===== src/rtl/spr_pkg.sv =====
package spr_pkg;

  localparam int GUARD = 16;
  localparam int XW = 51;
  localparam int ZW = 41;
  localparam int AW = 34;
  localparam int QW = 11;
  localparam logic [31:0] KINV = 32'd2608131496;
  localparam logic [63:0] RECIP90 = 64'd47721859;
  localparam logic [63:0] Q56_ONE = 64'd1 << 56;

  typedef struct packed {
    logic              kind;
    logic              byp;
    logic [31:0]       byp_d;
    logic              th90;
    logic              dxneg;
    logic              dyneg;
    logic [1:0]        q;
    logic signed [30:0] fx;
    logic signed [30:0] fy;
  } sb_t;

  typedef struct packed {
    logic               vec;
    logic signed [XW-1:0] x;
    logic signed [XW-1:0] y;
    logic signed [ZW-1:0] z;
  } cell_t;

  // Unsigned quotient by restoring long division; the divisor stays below 2^63.
  function automatic logic [63:0] spr_div(input logic [63:0] a, input logic [63:0] b);
    logic [63:0] q;
    logic [63:0] r;
    q = '0;
    r = '0;
    for (int j = 63; j >= 0; j--) begin
      r = {r[62:0], a[j]};
      if (r >= b) begin
        r = r - b;
        q[j] = 1'b1;
      end
    end
    return q;
  endfunction

  function automatic logic [63:0] spr_mod(input logic [63:0] a, input logic [63:0] b);
    return a - spr_div(a, b) * b;
  endfunction

  function automatic logic [63:0] spr_atan_inv(input logic [63:0] n);
    logic [63:0] p;
    logic [63:0] sum;
    logic [63:0] k;
    logic [63:0] term;
    p = spr_div(Q56_ONE, n);
    sum = '0;
    k = '0;
    while (p != 0) begin
      term = spr_div(p, 2 * k + 1);
      if (k[0]) sum = sum - term;
      else sum = sum + term;
      p = spr_div(p, n * n);
      k = k + 1;
    end
    return sum;
  endfunction

  function automatic logic [63:0] spr_atan_pow2(input int i);
    logic [63:0] sum;
    logic [63:0] k;
    logic [63:0] term;
    int sh;
    sum = '0;
    k = '0;
    sh = i;
    while (sh <= 56) begin
      term = spr_div(Q56_ONE >> sh, 2 * k + 1);
      if (k[0]) sum = sum - term;
      else sum = sum + term;
      sh = sh + 2 * i;
      k = k + 1;
    end
    return sum;
  endfunction

  // Arctangent of 2^-i in degrees with 32 fraction bits, rounded to nearest.
  function automatic logic [63:0] spr_atan(input int i);
    logic [63:0] qp;
    logic [63:0] n;
    logic [63:0] q;
    logic [63:0] r;
    qp = 4 * spr_atan_inv(64'd5) - spr_atan_inv(64'd239);
    if (i == 0) return 64'd45 << 32;
    n = spr_atan_pow2(i) * 64'd45;
    q = spr_div(n, qp);
    r = spr_mod(n, qp);
    for (int b = 0; b < 32; b++) begin
      r = r << 1;
      q = q << 1;
      if (r >= qp) begin
        r = r - qp;
        q = q | 64'd1;
      end
    end
    r = r << 1;
    if (r >= qp) q = q + 1;
    return q;
  endfunction

endpackage


===== src/rtl/spr_cell.sv =====
module spr_cell
  import spr_pkg::*;
#(
  parameter int I = 0
) (
  input  logic  clk_i,
  input  logic  rst_ni,
  input  logic  en_i,
  input  logic  vld_i,
  input  sb_t   sb_i,
  input  cell_t c_i,
  output logic  vld_o,
  output sb_t   sb_o,
  output cell_t c_o
);

  localparam logic [63:0] ATAN64 = spr_atan(I);
  localparam logic signed [ZW-1:0] ATAN = ZW'(ATAN64);

  logic                 vld_q;
  sb_t                  sb_q;
  cell_t                c_d, c_q;
  logic                 neg;
  logic signed [XW-1:0] xs, ys;

  always_comb begin
    neg = c_i.vec ? !c_i.y[XW-1] : c_i.z[ZW-1];
    xs  = c_i.x >>> I;
    ys  = c_i.y >>> I;
    c_d.vec = c_i.vec;
    if (neg) begin
      c_d.x = c_i.x + ys;
      c_d.y = c_i.y - xs;
      c_d.z = c_i.z + ATAN;
    end else begin
      c_d.x = c_i.x - ys;
      c_d.y = c_i.y + xs;
      c_d.z = c_i.z - ATAN;
    end
  end

  always_ff @(posedge clk_i or negedge rst_ni) begin
    if (!rst_ni) begin
      vld_q <= 1'b0;
    end else if (en_i) begin
      vld_q <= vld_i;
    end
  end

  always_ff @(posedge clk_i) begin
    if (en_i) begin
      sb_q <= sb_i;
      c_q  <= c_d;
    end
  end

  assign vld_o = vld_q;
  assign sb_o  = sb_q;
  assign c_o   = c_q;

endmodule


===== config.mk =====
export PLATFORM = sky130hd
export DESIGN_NAME = spr_cell
export DESIGN_NICKNAME = d
export VERILOG_FILES = /design/src/rtl/spr_pkg.sv /design/src/rtl/spr_cell.sv
export SDC_FILE = /design/constraint.sdc
export NUM_CORES = 1
export LEC_CHECK = 0
export BUFFER_PORTS_ARGS = -buffer_cell sky130_fd_sc_hd__buf_2
export CORE_ASPECT_RATIO = 0.9
export CORE_MARGIN = 2
export CORE_UTILIZATION = 35
export DETAILED_ROUTE_END_ITERATION = 7
export SETUP_SLACK_MARGIN = 0.2
export SYNTH_ARGS = -nofsm -noshare
export SYNTH_HDL_FRONTEND = slang
export SYNTH_SLANG_ARGS = --single-unit
export TNS_END_PERCENT = 5

===== constraint.sdc =====
create_clock -name clk_i -period 2.5 [get_ports clk_i]
set_clock_uncertainty 0.15 [all_clocks]
set_input_delay 0.375 -clock clk_i [delete_from_list [all_inputs] [get_ports clk_i]]
set_output_delay 0.375 -clock clk_i [all_outputs]
set_load 0.1 [all_outputs]

==> run metrics <==
area occupied by multi-input gates 9630 µm²; FF/Latch Area 7350 µm²; core area 48,800 µm²; post-DR vias/cell 5.24; Clock power frac 22.1%; placed instance area 25,200 µm²; unrepaired setup endpoints after global routing yes; Power Total 0.0189 W; starting density of the core 35.3%; Final WS setup -0.439 ns; GRT Total Usage 30.6%; Synth async-reset ratio 0.408%; GP Congestion 0.990; fin area 28,300 µm²; Hold Slack 0.0900 ns; grt ovf 0; Final nets 3,443; Max-cap violations 0; max-slew violations 0; status finished, violations left; pwr/cell area 668 nW/µm²; vias in the first global route 19,200; commonest non-fill, non-tap cell in the layout buf_4; Post-Synthesis Cells 1,789; most used cell, CP buf_4; post-synthesis sequential area ratio 42.7%; Leak 13.0 nW; Critical Path Source Type primary input; Mapped Nets 2,199; CP endpoint kind flip-flop; CP top delay family buffers and inverters; sequential share of power 28.7%; Fin. Hold Viols 0; CTS tree yes; failing checks setup timing; synth unique cells 82; row count 77; fill count 4,223; die height 214 µm; Clock Sinks 245; clk root buf clkbuf_16; full die area 51,000 µm²; global-route wire length before repair 119,000 µm; Post-synth EDFFs 244; mapped cell area 17,200 µm²; DR WL/cell 22.1 µm; Slowest cell on crit path nor4_2; post-layout util 57.9%; fin crit period 2.94 ns; Die Width 238 µm; fmax 340 MHz; layout cells sized above 1 43.6%; PortBufs 494; Synth Area per Inst 9.63 µm²; drt drc 0; via count 19,300; clock latency at the later pin of the worst-skew pair 0.57 ns; Crit path largest cell delay 0.36 ns; I/O pin count 495; largest net degree at the start of global routing 63; synthesized flop and latch total 245; CP required 2.69 ns; P_int 0.0102 W; final wirelength 81,400 µm; crit-path cells buf_2 > inv_1 > ha_1 > buf_4 > nand4_1 > nor4_2 > buf_4 > buf_4 > nor2_1 > o211ai_1 > o211ai_4 > buf_4 > o21ai_2 > buf_4 > nand2_1 > a22oi_2 > xnor2_1; Worst-path clk slew 0.06 ns; worst path buffer plus inverter count 7; Rel. slew slack 43.3%; YS warnings 0; switching part of the total 46.1%; Synth Flop Type edfxtp_1; worst-path maximum fanout 4; worst-margin pin slew 0.829 ns; HP Class primary input to flip-flop; initial antenna violation count 4; drt first-iter violations 1,511; synthesis-to-layout area growth 64.2%; Final period util 118%; post-route ant nets 0; most frequent cells in the layout buf_4, buf_2, edfxtp_1, a21oi_1, inv_1; TritonCTS Buffers 29; Max clock buf depth 3; H-tree depth 1; DRT Pass-1 Iters 5; final setup violation count 70; Crit Path Class primary input to flip-flop; Switch Pwr 0.00871 W; maximum VDD drop 529 µV; Comb power frac 49.2%; Detail Placement HPWL 64,800 µm; Worst Path Arrival 3.13 ns
routing by layer:
metal	track usage [%]	vias up	wire, µm	part of all wire (%)
met3	4.92	132	6270	7.7
met5	0	-	7	0.0086
met2	50.3	869	37700	46
li1	-	9027	-	-
met4	12.1	2	3520	4.3
met1	40.2	9319	33900	42
cells by family after synthesis:
logic type | after synthesis | share of synthesized area [%]
xor gates and xnor gates | 105 | 5.34
buffers and inverters | 239 | 5.51
muxes | 15 | 0.879
AOI/OAI and AO/OA | 607 | 22.1
and+or+nand+nor | 417 | 11.6
DFF | 245 | 42.7
adders and majority gates | 161 | 11.9
Yosys cell counts, types with 7 or more instances:
cell,count,area (µm²)
inv_1,160,601
xor2_1,17,149
a211oi_1,14,105
o21a_1,17,128
nand2_1,95,357
nand4_1,27,169
o21bai_1,41,308
edfxtp_1,244,7330
buf_4,7,52.6
nor3_1,33,165
o22ai_1,8,50.1
nand2b_1,16,100
or3_1,10,62.6
o21ai_0,116,581
a31oi_1,13,81.3
buf_1,9,33.8
o211ai_1,10,75.1
nand3_1,13,65.1
a21oi_1,246,1230
nor4_1,18,113
o31a_1,9,78.8
o31ai_1,17,128
nor2b_1,17,106
or2_2,9,56.3
ha_1,157,1960
nor2_1,144,541
buf_2,20,100
a21o_1,33,248
clkbuf_1,39,146
xnor2_1,88,771
and2_1,9,56.3
mux2i_1,14,140
final timing paths:
kind,cells after the start,slack [ns],startpoint,endpoint
min,3,0.09,c_i[143],c_o[40]$_DFFE_PP_
max,17,-0.44,c_i[63],c_o[141]$_DFFE_PP_
min reg2reg,1,0.37,vld_o$_DFFE_PN0P_,vld_o$_DFFE_PN0P_
max in group asynchronous,3,1.55,rst_ni,vld_o$_DFFE_PN0P_
min in group asynchronous,3,0.54,rst_ni,vld_o$_DFFE_PN0P_
max reg2reg,1,1.60,vld_o$_DFFE_PN0P_,vld_o$_DFFE_PN0P_
worst min-delay path: cells and delay by family:
| family | cells | cell delay (ns) |
|---|---|---|
| and+or+nand+nor | 1 | 0.08 |
| buffers and inverters | 1 | 0.14 |
| xor gates and xnor gates | 1 | 0.11 |
power by group through the flow:
stage	clock network (W)	registers (W)	logic, W
after floorplan	0	0.00909	0.00211
after global placement	0	0.00548	0.00876
after detailed placement	0	0.00548	0.00878
after CTS	0.00424	0.00541	0.00911
after global routing	0.00438	0.00545	0.00968
final	0.00418	0.00542	0.00930
cell type report:
class	count	area share, %
Multi-Input combinational cell	1305	34.0
Timing Repair Buffer	1288	31.6
Clock inverter	22	0.659
Clock buffer	32	2.61
Antenna cell	5	0.0442
Inverter	164	2.21
Tap cell	632	2.80
Sequential cell	245	26.0
flip-flops by register name, summed over array words and instances (netlist names):
register / count
vld_o: 1
c_o: 143
sb_o: 101
timing repair:
action | 4_1_cts | 5_1_grt
hold buffers | 138 | 0
endpoints found under the hold margin | 137 | 0
setup endpoints to repair | 86 | 85
setup buffers | 7 | 4
resized for setup | 70 | 69
pin swaps | 28 | 26
stage by stage:
stage          worst slack (ns)  std cells  setup TNS, ns
2_1_floorplan            -0.537       1789         -22.66
3_3_place_gp              -1.29       3485         -84.54
3_5_place_dp              -1.28       3485         -86.24
4_1_cts                  -0.385       3684         -16.21
5_1_grt                  -0.522       3690         -24.15
6_report                 -0.439       3693         -16.75
(Power assumes the default switching activity.)
