File: src/rtl/spr_pkg.sv
package spr_pkg;

  localparam int GUARD = 16;
  localparam int XW = 51;
  localparam int ZW = 41;
  localparam int AW = 34;
  localparam int QW = 11;
  localparam logic [31:0] KINV = 32'd2608131496;
  localparam logic [63:0] RECIP90 = 64'd47721859;
  localparam logic [63:0] Q56_ONE = 64'd1 << 56;

  typedef struct packed {
    logic              kind;
    logic              byp;
    logic [31:0]       byp_d;
    logic              th90;
    logic              dxneg;
    logic              dyneg;
    logic [1:0]        q;
    logic signed [30:0] fx;
    logic signed [30:0] fy;
  } sb_t;

  typedef struct packed {
    logic               vec;
    logic signed [XW-1:0] x;
    logic signed [XW-1:0] y;
    logic signed [ZW-1:0] z;
  } cell_t;

  // Unsigned quotient by restoring long division; the divisor stays below 2^63.
  function automatic logic [63:0] spr_div(input logic [63:0] a, input logic [63:0] b);
    logic [63:0] q;
    logic [63:0] r;
    q = '0;
    r = '0;
    for (int j = 63; j >= 0; j--) begin
      r = {r[62:0], a[j]};
      if (r >= b) begin
        r = r - b;
        q[j] = 1'b1;
      end
    end
    return q;
  endfunction

  function automatic logic [63:0] spr_mod(input logic [63:0] a, input logic [63:0] b);
    return a - spr_div(a, b) * b;
  endfunction

  function automatic logic [63:0] spr_atan_inv(input logic [63:0] n);
    logic [63:0] p;
    logic [63:0] sum;
    logic [63:0] k;
    logic [63:0] term;
    p = spr_div(Q56_ONE, n);
    sum = '0;
    k = '0;
    while (p != 0) begin
      term = spr_div(p, 2 * k + 1);
      if (k[0]) sum = sum - term;
      else sum = sum + term;
      p = spr_div(p, n * n);
      k = k + 1;
    end
    return sum;
  endfunction

  function automatic logic [63:0] spr_atan_pow2(input int i);
    logic [63:0] sum;
    logic [63:0] k;
    logic [63:0] term;
    int sh;
    sum = '0;
    k = '0;
    sh = i;
    while (sh <= 56) begin
      term = spr_div(Q56_ONE >> sh, 2 * k + 1);
      if (k[0]) sum = sum - term;
      else sum = sum + term;
      sh = sh + 2 * i;
      k = k + 1;
    end
    return sum;
  endfunction

  // Arctangent of 2^-i in degrees with 32 fraction bits, rounded to nearest.
  function automatic logic [63:0] spr_atan(input int i);
    logic [63:0] qp;
    logic [63:0] n;
    logic [63:0] q;
    logic [63:0] r;
    qp = 4 * spr_atan_inv(64'd5) - spr_atan_inv(64'd239);
    if (i == 0) return 64'd45 << 32;
    n = spr_atan_pow2(i) * 64'd45;
    q = spr_div(n, qp);
    r = spr_mod(n, qp);
    for (int b = 0; b < 32; b++) begin
      r = r << 1;
      q = q << 1;
      if (r >= qp) begin
        r = r - qp;
        q = q | 64'd1;
      end
    end
    r = r << 1;
    if (r >= qp) q = q + 1;
    return q;
  endfunction

endpackage

File: src/rtl/spr_pre.sv
module spr_pre
  import spr_pkg::*;
#(
  parameter int ANGLE_FRAC_BITS = 16
) (
  input  logic               clk_i,
  input  logic               rst_ni,
  input  logic               en_i,
  input  logic               gauss_i,
  input  logic               vld_i,
  input  logic               kind_i,
  input  logic signed [30:0] from_x_i,
  input  logic signed [30:0] from_y_i,
  input  logic signed [30:0] to_x_i,
  input  logic signed [30:0] to_y_i,
  input  logic [31:0]        dist_i,
  input  logic [24:0]        bearing_i,
  output logic               vld_o,
  output sb_t                sb_o,
  output cell_t              c_o
);

  localparam int F = ANGLE_FRAC_BITS;

  logic               vld1_q;
  logic               kind1_q;
  logic signed [30:0] fx1_q, fy1_q;
  logic signed [31:0] dx1_q, dy1_q;
  logic [31:0]        dist1_q;
  logic [24:0]        b1_q;
  logic [QW-1:0]      qd1_q;
  logic [63:0]        prod;

  logic               vld2_q;
  sb_t                sb2_d, sb2_q;
  cell_t              c2_d, c2_q;
  logic [31:0]        ax, ay;
  logic [17:0]        vr;
  logic [ZW-1:0]      r;

  assign prod = 64'(bearing_i[24:F]) * RECIP90;

  always_ff @(posedge clk_i or negedge rst_ni) begin
    if (!rst_ni) begin
      vld1_q <= 1'b0;
      vld2_q <= 1'b0;
    end else if (en_i) begin
      vld1_q <= vld_i;
      vld2_q <= vld1_q;
    end
  end

  always_ff @(posedge clk_i) begin
    if (en_i) begin
      kind1_q <= kind_i;
      fx1_q   <= from_x_i;
      fy1_q   <= from_y_i;
      dx1_q   <= 32'(to_x_i) - 32'(from_x_i);
      dy1_q   <= 32'(to_y_i) - 32'(from_y_i);
      dist1_q <= dist_i;
      b1_q    <= bearing_i;
      qd1_q   <= prod[32 +: QW];
      sb2_q   <= sb2_d;
      c2_q    <= c2_d;
    end
  end

  always_comb begin
    ax = dx1_q[31] ? 32'(-dx1_q) : 32'(dx1_q);
    ay = dy1_q[31] ? 32'(-dy1_q) : 32'(dy1_q);
    vr = 18'(b1_q[24:F]) - 18'(qd1_q) * 18'd90;
    r = ZW'({vr[6:0], b1_q[F-1:0]});
    sb2_d.kind  = kind1_q;
    sb2_d.byp   = (ax == '0) || (ay == '0);
    sb2_d.byp_d = (ax == '0) ? ay : ax;
    sb2_d.th90  = (ax != '0);
    sb2_d.dxneg = dx1_q[31];
    sb2_d.dyneg = dy1_q[31];
    sb2_d.q     = qd1_q[1:0] + {gauss_i, 1'b0};
    sb2_d.fx    = fx1_q;
    sb2_d.fy    = fy1_q;
    if (!kind1_q) begin
      c2_d.vec = 1'b1;
      c2_d.x   = XW'(ay) <<< GUARD;
      c2_d.y   = XW'(ax) <<< GUARD;
      c2_d.z   = '0;
    end else begin
      c2_d.vec = 1'b0;
      c2_d.x   = XW'(dist1_q) <<< GUARD;
      c2_d.y   = '0;
      c2_d.z   = r << (32 - F);
    end
  end

  assign vld_o = vld2_q;
  assign sb_o  = sb2_q;
  assign c_o   = c2_q;

endmodule

File: config.mk
export PLATFORM = sky130hd
export DESIGN_NAME = spr_pre
export DESIGN_NICKNAME = d
export VERILOG_FILES = /design/src/rtl/spr_pkg.sv /design/src/rtl/spr_pre.sv
export SDC_FILE = /design/constraint.sdc
export NUM_CORES = 1
export LEC_CHECK = 0
export ABC_AREA = 1
export BUFFER_PORTS_ARGS = -buffer_cell sky130_fd_sc_hd__buf_2
export CAP_MARGIN = 20
export CORE_ASPECT_RATIO = 0.75
export CORE_MARGIN = 1.5
export CORE_UTILIZATION = 45
export CTS_BUF_LIST = sky130_fd_sc_hd__clkbuf_8
export DETAILED_ROUTE_END_ITERATION = 12
export PLACE_DENSITY_LB_ADDON = 0.12
export SYNTH_ARGS = -nofsm -noshare
export SYNTH_HDL_FRONTEND = slang
export SYNTH_SLANG_ARGS = --single-unit
File: constraint.sdc
create_clock -name clk_i -period 2.6 [get_ports clk_i]
set_input_delay 0.39 -clock clk_i [delete_from_list [all_inputs] [get_ports clk_i]]
set_output_delay 0.39 -clock clk_i [all_outputs]
set_load 0.1 [all_outputs]
==> summary.md, run 1 <==
| Metric | Value |
|---|---|
| Status | `finished, violations left` |
| Violated checks | `setup timing` |
| Post-Synth XOR/XNOR Area | `around 2.8%` |
| Final hold vios | `0` |
| Setup ws final | `-0.6176 ns` |
| Utilization of the core after routing | `around 60%` |
| Flop pwr share | `36.3%` |
| Global route overflow | `0` |
| Clk pwr share | `23.5%` |
| Worst Hold Class | `input pin to flop` |
| Achievable Freq | `between 0.3 and 0.4 GHz` |
| Wire per inst | `~18 µm` |
| Vias in the first global route | `roughly 17000` |
| Mean Syn Cell Area | `9.819 µm²` |
| Nets | `approximately 3300` |
| Core Box Area | `between 40000 and 50000 µm²` |
| CTS buffer count | `66` |
| Reported net switching power | `9.103 mW` |
| Finished Layout Cells | `between 3000 and 4000` |
| H-tree depth | `3` |
| GRT Total Usage | `25.78%` |
| Synth Register Bits | `between 300 and 400` |
| Critical path endpoint category | `flop` |
| P_leak | `approximately 13 nW` |
| # rows | `69` |
| Startpoint types | `input pin` |
| CTS root buf | `clkbuf_8` |
| Share of layout cells above drive strength 1 | `27.16%` |
| Mapped cell area | `21480 µm²` |
| Vert. Die Dim | `192.2 µm` |
| Crit-path max FO | `3` |
| Vias/cell | `around 4.9` |
| Initial Utilization | `between 40% and 50%` |
| Post-Synthesis Cells | `between 2000 and 2500` |
| HPWL Detailed | `around 50 mm` |
| DP Area | `~25000 µm²` |
| Pwr/cell area | `around 770 nW/µm²` |
| Port Buffer Count | `376` |
| WHS Path Cells | `2` |
| Post-synthesis mux area share | `0%` |
| Worst hold margin | `~0.07 ns` |
| Final Cell Area | `about 28000 µm²` |
| Clk_lat worst skew | `between 0.6 and 0.7 ns` |
| Max Cap Viol | `0` |
| WP data arrival | `3.62 ns` |
| Initial antenna violation count | `0` |
| Clock Sinks | `approximately 380` |
| Remaining antenna violation count after routing | `0` |
| Compound-gate portion of the synthesized area | `6.226%` |
| Worst-path clk slew | `approximately 0.080 ns` |
| Yosys warnings | `0` |
| CTS tree | `done` |
| Synth Area in Adders | `a little over a tenth` |
| Sw Share | `41.53%` |
| Tightest Pin Transition | `about 0.64 ns` |
| Minimum clock period | `roughly 3.2 ns` |
| Crit path kind | `input pin to flop` |
| Clk buf depth | `3` |
| Tcrit/Tclk final | `123.8%` |
| Worst Skew | `around 0.032 ns` |
| Sequential share of the synthesized area | `a little over half` |
| Initial DRT Pass Iterations | `5` |
| WL final | `roughly 64 mm` |
| Internal | `about 13 mW` |
| Combinational Power Share | `40.2%` |
| # DRC | `0` |
| Largest net degree at the start of global routing | `77` |
| Die X-Extent | `about 260 µm` |
| Fin. max-slew vios | `0` |
| Starting DRT DRC Count | `about 1400` |
| Worst vdd ir | `roughly 0.00083 V` |
| Rel. slew slack | `a little under three fifths` |
| Die area | `just under 50000 µm²` |
| DR vias | `between 15000 and 20000` |
| # IOs | `433` |
| RSZ-0062 raised after global routing | `true` |
| Synth-to-Final Area Change | `31.74%` |
| Final setup fails | `3` |
| Simple-gate share of the synthesized area | `18.96%` |
| DP Cell Count | `approximately 3300` |
| Setup TNS | `-1.743 ns` |
| Worst endpoint required time | `around 3.0 ns` |
| Largest family of logic cells by synthesized area | `simple AND/OR/NAND/NOR gates` |
| Netlist cell types | `49` |
| R2R cell count | `10` |
| Ant diodes | `0` |
| First-pass GRT wire length | `just under 100 mm` |
| Fill count | `4153` |
| GP Congestion | `approximately 0.94` |
[sequential cells by signal (all words and copies together), names as in the netlist, 3 cells and up]
name	count
sb_o	101
c_o	88
dist1_q	32
dx1_q	32
dy1_q	32
fx1_q	31
fy1_q	31
b1_q	23
qd1_q	3
[synth_stat cells (all sizes together)]
library cell,instances,share of area (%)
xnor2,15,0.61
inv,328,5.7
o21a,3,0.10
a21boi,3,0.10
a21o,19,0.66
fa,31,2.9
xor2,54,2.2
edfxtp,374,52
or2,3,0.087
nand3b,15,0.52
o221a,1,0.052
a31oi,31,0.90
o22ai,1,0.029
nor4,10,0.29
o211ai,1,0.035
nor2,241,4.5
buf,68,2.5
o21bai,5,0.17
clkbuf,17,0.30
nor3,17,0.40
ha,139,8.1
o31a,1,0.041
dfrtp,2,0.23
o21ai,77,1.8
and3,1,0.029
a221oi,4,0.16
nand2,485,8.6
nand3,131,3.9
a21oi,83,2.0
nor3b,2,0.070
nand4,18,0.55
conb,1,0.017
and2,1,0.029
a211oi,6,0.21
[final cells by class]
type,count,area (µm²),share of cell area [%]
flip-flops and latches,376,11280,39.86
multi-input cells,1454,9042,31.95
repair buffers,678,4750,16.78
inverters,328,1234,4.359
clock buffers,68,935.9,3.307
well taps,639,799.5,2.825
clock inverters,45,261.5,0.9239
[metal layers]
layer | share of wire (%) | GRT usage (%)
met5 | 0 | 0
met4 | 1.4 | 5.380
met3 | 7.2 | 7.297
met2 | 43 | 37.63
met1 | 49 | 37.94
[stage by stage]
| stage | setup slack, ns | power, mW |
|---|---|---|
| finish | -0.6176 | 21.92 |
| global route | -0.7274 | 23.09 |
| global placement | -1.349 | 16.13 |
| floorplan | -1.015 | 13.77 |
| CTS | -0.5955 | 21.71 |
| detailed placement | -1.397 | 16.17 |
[cell usage in the layout (no fill, tap or decap), types with 10 or more instances in the layout]
cell and count:
buf_2 370, nor2_1 215, buf_4 161, buf_12 15, nand2_1 463, ha_4 14, xnor2_1 15, a21oi_2 12
o21ai_0 62, conb_1 56, inv_1 320, nand4_1 17, nor3_1 16, a21o_1 19, ha_1 123, nand2_2 17
nor2_2 16, fa_1 31, nand3b_1 15, xor2_1 52, buf_6 10, clkbuf_8 68, inv_2 25, clkinv_1 13
o21ai_1 13, a31oi_1 31, a21oi_1 71, nand3_1 93, nand3_2 35, edfxtp_1 374, dlygate4sd3_1 117
[worst max-delay path: stages]
cell and delay, ns:
buf_8 0.11, ha_4 0.26, inv_2 0.04, fa_1 0.53
inv_1 0.05, fa_1 0.48, inv_1 0.05, fa_1 0.49
inv_2 0.05, ha_4 0.23, a21o_1 0.21, a221oi_2 0.29
o21ai_1 0.13, a21oi_2 0.15, nand2_1 0.07, nand2_1 0.05
nand2_1 0.04
[power by group through the flow]
stage	clock network [mW]	logic [mW]	registers (mW)
2_1_floorplan	0	3.56	10.2
3_3_place_gp	0	8.05	8.07
3_5_place_dp	0	8.09	8.07
4_1_cts	5.32	8.43	7.96
5_1_grt	5.56	9.50	8.03
6_report	5.15	8.81	7.96
[what timing repair did]
item	4_1_cts	5_1_grt
hold endpoints to repair	117	0
pin swaps	21	30
setup buffers	3	19
resized for setup	25	92
hold buffers	117	0
endpoints found under the setup margin	9	47
cloned	0	3
[final timing paths]
check | end | from | slack [ns]
worst min-delay path | b1_q[22]$_DFFE_PP_ | bearing_i[22] | 0.07
max in group asynchronous | vld1_q$_DFFE_PN0P_ | rst_ni | 1.88
min in group asynchronous | vld_o$_DFFE_PN0P_ | rst_ni | 0.60
worst min register to register | sb_o[14]$_DFFE_PP_ | fy1_q[14]$_DFFE_PP_ | 0.41
worst max register to register | c_o[38]$_SDFFCE_PN0P_ | qd1_q[0]$_DFFE_PP_ | 0.04
worst max-delay path | qd1_q[1]$_DFFE_PP_ | bearing_i[21] | -0.62
[cells by family after synthesis]
kind of cell | after synthesis
AOI/OAI and AO/OA | 235
xor gates and xnor gates | 69
adders and majority gates | 170
buffers and inverters | 413
DFF | 376
other | 1
and+or+nand+nor | 924
Note: power is estimated with default switching activity, not from simulation.
==> run 2, diff against run 1 <==
--- a/config.mk
+++ b/config.mk
@@ -11,9 +11,10 @@
 export CORE_ASPECT_RATIO = 0.75
 export CORE_MARGIN = 1.5
 export CORE_UTILIZATION = 45
-export CTS_BUF_LIST = sky130_fd_sc_hd__clkbuf_8
+export CTS_BUF_LIST = sky130_fd_sc_hd__clkbuf_2 sky130_fd_sc_hd__clkbuf_4 sky130_fd_sc_hd__clkbuf_8
 export DETAILED_ROUTE_END_ITERATION = 12
 export PLACE_DENSITY_LB_ADDON = 0.12
+export RECOVER_POWER = 100
 export SYNTH_ARGS = -nofsm -noshare
 export SYNTH_HDL_FRONTEND = slang
 export SYNTH_SLANG_ARGS = --single-unit
==> run 2 against run 1 <==
The flow finishes with violations (capacitance limit, slew limit, setup timing). Worst hold slack improved by 0.016 ns. Die area did not move. Critical path depth stayed put. Critical path type unchanged.
==> summary.md, run 2 (synthesis gave the netlist of run 1 again) <==
| Metric | Value |
|---|---|
| Status | `finished, violations left` |
| Violated checks | `capacitance limit, slew limit, setup timing` |
| Share of layout cells above drive strength 1 | `19.47% (-7.7 points)` |
| GP Congestion | `0.9405 (unchanged)` |
| Combinational Power Share | `39.3% (-0.9 points)` |
| # rows | `69 (unchanged)` |
| Most common cell after layout, fill and taps aside | `nand2_1` |
| Minimum clock period | `3.216 ns (-0.001355 ns)` |
| Worst Hold Class | `input pin to flop` |
| Setup ws final | `-0.6163 ns (+0.001355 ns)` |
| Vert. Die Dim | `192.2 µm (unchanged)` |
| DR vias | `17720 (+0.21%)` |
| Rel. slew slack | `-75.02% (-130 points)` |
| Worst Skew | `0.03044 ns (-0.001453 ns)` |
| RSZ-0062 raised after global routing | `true` |
| DP Area | `25270 µm² (unchanged)` |
| DP Cell Count | `3333 (unchanged)` |
| Overall Power | `22.02 mW (+0.48%)` |
| Worst hold margin | `0.08644 ns (+0.01557 ns)` |
| First-pass GRT wire length | `96.64 mm (about the same)` |
| WL final | `64.76 mm (+0.44%)` |
| Reg-to-Reg Start | `dy1_q[1]$_DFFE_PP_` |
| Die area | `49080 µm² (unchanged)` |
| Max reg flops | `101 (unchanged)` |
| Worst-path clk slew | `0.08 ns (about the same)` |
| H-tree depth | `3 (unchanged)` |
| Initial antenna violation count | `0 (unchanged)` |
| Clk_lat worst skew | `0.64 ns (about the same)` |
| CTS tree | `done` |
| Flop pwr share | `36.2% (about the same)` |
| Most frequent cells in the layout | `nand2_1, edfxtp_1, inv_1, clkbuf_1, nor2_1` |
| WP data arrival | `3.62 ns (about the same)` |
| # DRC | `0 (unchanged)` |
| Global route overflow | `0 (unchanged)` |
| Pwr/cell area | `785.4 nW/µm² (+1.4%)` |
| Worst endpoint required time | `3.00 ns (about the same)` |
| Internal | `12.94 mW (+1.0%)` |
| CP endpoint | `qd1_q[1]$_DFFE_PP_` |
| R2R cell count | `13 (+3)` |
| Sw Share | `41.23% (-0.30 points)` |
| R2R Setup Slk | `-0.06 ns (-0.10 ns)` |
| Nets | `3271 (+0.31%)` |
| Reported net switching power | `9.081 mW (-0.24%)` |
| Starting DRT DRC Count | `1317 (-4.1%)` |
| Crit path from | `bearing_i[21]` |
| GRT Total Usage | `25.78% (about the same)` |
| Vias/cell | `4.926 (about the same)` |
| Initial DRT Pass Iterations | `5 (unchanged)` |
| Tightest Pin Transition | `2.625 ns (+1.982 ns)` |
| Crit path kind | `input pin to flop` |
| Endpoint of the lowest-slack register-to-register path | `c_o[136]$_DFFE_PP_` |
| Final Cell Area | `28040 µm² (-0.92%)` |
| Remaining antenna violation count after routing | `0 (unchanged)` |
| Port Buffer Count | `376 (unchanged)` |
| Largest net degree at the start of global routing | `77 (unchanged)` |
| Tcrit/Tclk final | `123.7% (about the same)` |
| Clk buf depth | `3 (unchanged)` |
| # IOs | `433 (unchanged)` |
| Wire per inst | `18.00 µm (+0.16%)` |
| Final hold vios | `0 (unchanged)` |
| Ant diodes | `0 (unchanged)` |
| Clk pwr share | `24.5% (+1.0 points)` |
| Startpoint types | `input pin` |
| Vias in the first global route | `17070 (+0.15%)` |
| Worst vdd ir | `0.0007738 V (-7.3%)` |
| Core Box Area | `47220 µm² (unchanged)` |
| Max Cap Viol | `2 (+2)` |
| P_leak | `12.57 nW (-5.4%)` |
| Critical path endpoint category | `flop` |
| Synth-to-Final Area Change | `30.53%` |
| Clock Sinks | `376 (unchanged)` |
| Finished Layout Cells | `3598 (+0.28%)` |
| Die X-Extent | `255.3 µm (unchanged)` |
| HPWL Detailed | `49.81 mm (unchanged)` |
| Setup TNS | `-45.69 ns (-43.95 ns)` |
| CTS buffer count | `66 (unchanged)` |
| Achievable Freq | `0.3109 GHz (about the same)` |
| Final setup fails | `187 (+184)` |
| CTS root buf | `clkbuf_8` |
| Fin. max-slew vios | `107 (+107)` |
| Crit-path max FO | `3 (unchanged)` |
| Initial Utilization | `45.49% (unchanged)` |
## run 2: final cells by class
cell class                 instances  area (µm²)
sequential                       376       11280
clock inverter                    27       193.9
tap                              639       799.5
fill                            4276       19180
inverter                         328        1234
clock buffer                      86        1071
multi-input combinational       1454        9007
timing repair buffer             688        4457
## run 2: worst min-delay path by stage
stage / endpoint / startpoint / cells past startpoint / slack, ns
2_1_floorplan: vld1_q$_DFFE_PN0P_ / rst_ni / 0 / 0.09
3_3_place_gp: vld_o$_DFFE_PN0P_ / rst_ni / 1 / 0.18
3_5_place_dp: vld_o$_DFFE_PN0P_ / rst_ni / 1 / 0.18
4_1_cts: b1_q[21]$_DFFE_PP_ / bearing_i[21] / 2 / 0.02
5_1_grt: sb_o[63]$_DFFE_PP_ / gauss_i / 2 / 0.04
6_report: sb_o[63]$_DFFE_PP_ / gauss_i / 2 / 0.09
## run 2: per-layer routing
layer | GRT usage [%] | share of wire (%) | vias up
li1 | - | - | 8678
met1 | 37.90 | 49 | 8438
met2 | 37.65 | 42 | 525
met3 | 7.297 | 7.7 | 83
met4 | 5.426 | 1.5 | 0
met5 | 0 | 0 | -
## run 2: power groups by stage
stage               clock network [mW]  registers, mW  logic [mW]
floorplan                            0           10.2        3.56
global placement                     0           8.07        8.05
detailed placement                   0           8.07        8.09
CTS                               5.57           7.96        8.43
global route                      5.80           8.04        9.35
finish                            5.40           7.97        8.65
## run 2: what timing repair did
action	CTS	global route
resized for setup	25	103
hold buffers	117	0
setup endpoints to repair	9	47
endpoints found under the hold margin	117	0
pin swaps	21	40
cloned	0	5
buffers inserted	3	27
## run 2: stage by stage
step	utilization [%]	worst slack [ns]
6_report	59.38	-0.6163
5_1_grt	59.38	-0.7274
4_1_cts	58.93	-0.5955
3_5_place_dp	53.51	-1.397
3_3_place_gp	53.51	-1.349
2_1_floorplan	-	-1.015
## run 2: worst max-delay path, cell delays in order
cell and delay, ns:
buf_8 0.11, ha_4 0.26, inv_2 0.03, fa_1 0.54
inv_1 0.05, fa_1 0.47, inv_1 0.05, fa_1 0.49
inv_2 0.05, ha_4 0.23, a21o_1 0.21, a221oi_2 0.29
o21ai_1 0.13, a21oi_2 0.15, nand2_1 0.07, nand2_1 0.05
nand2_1 0.04
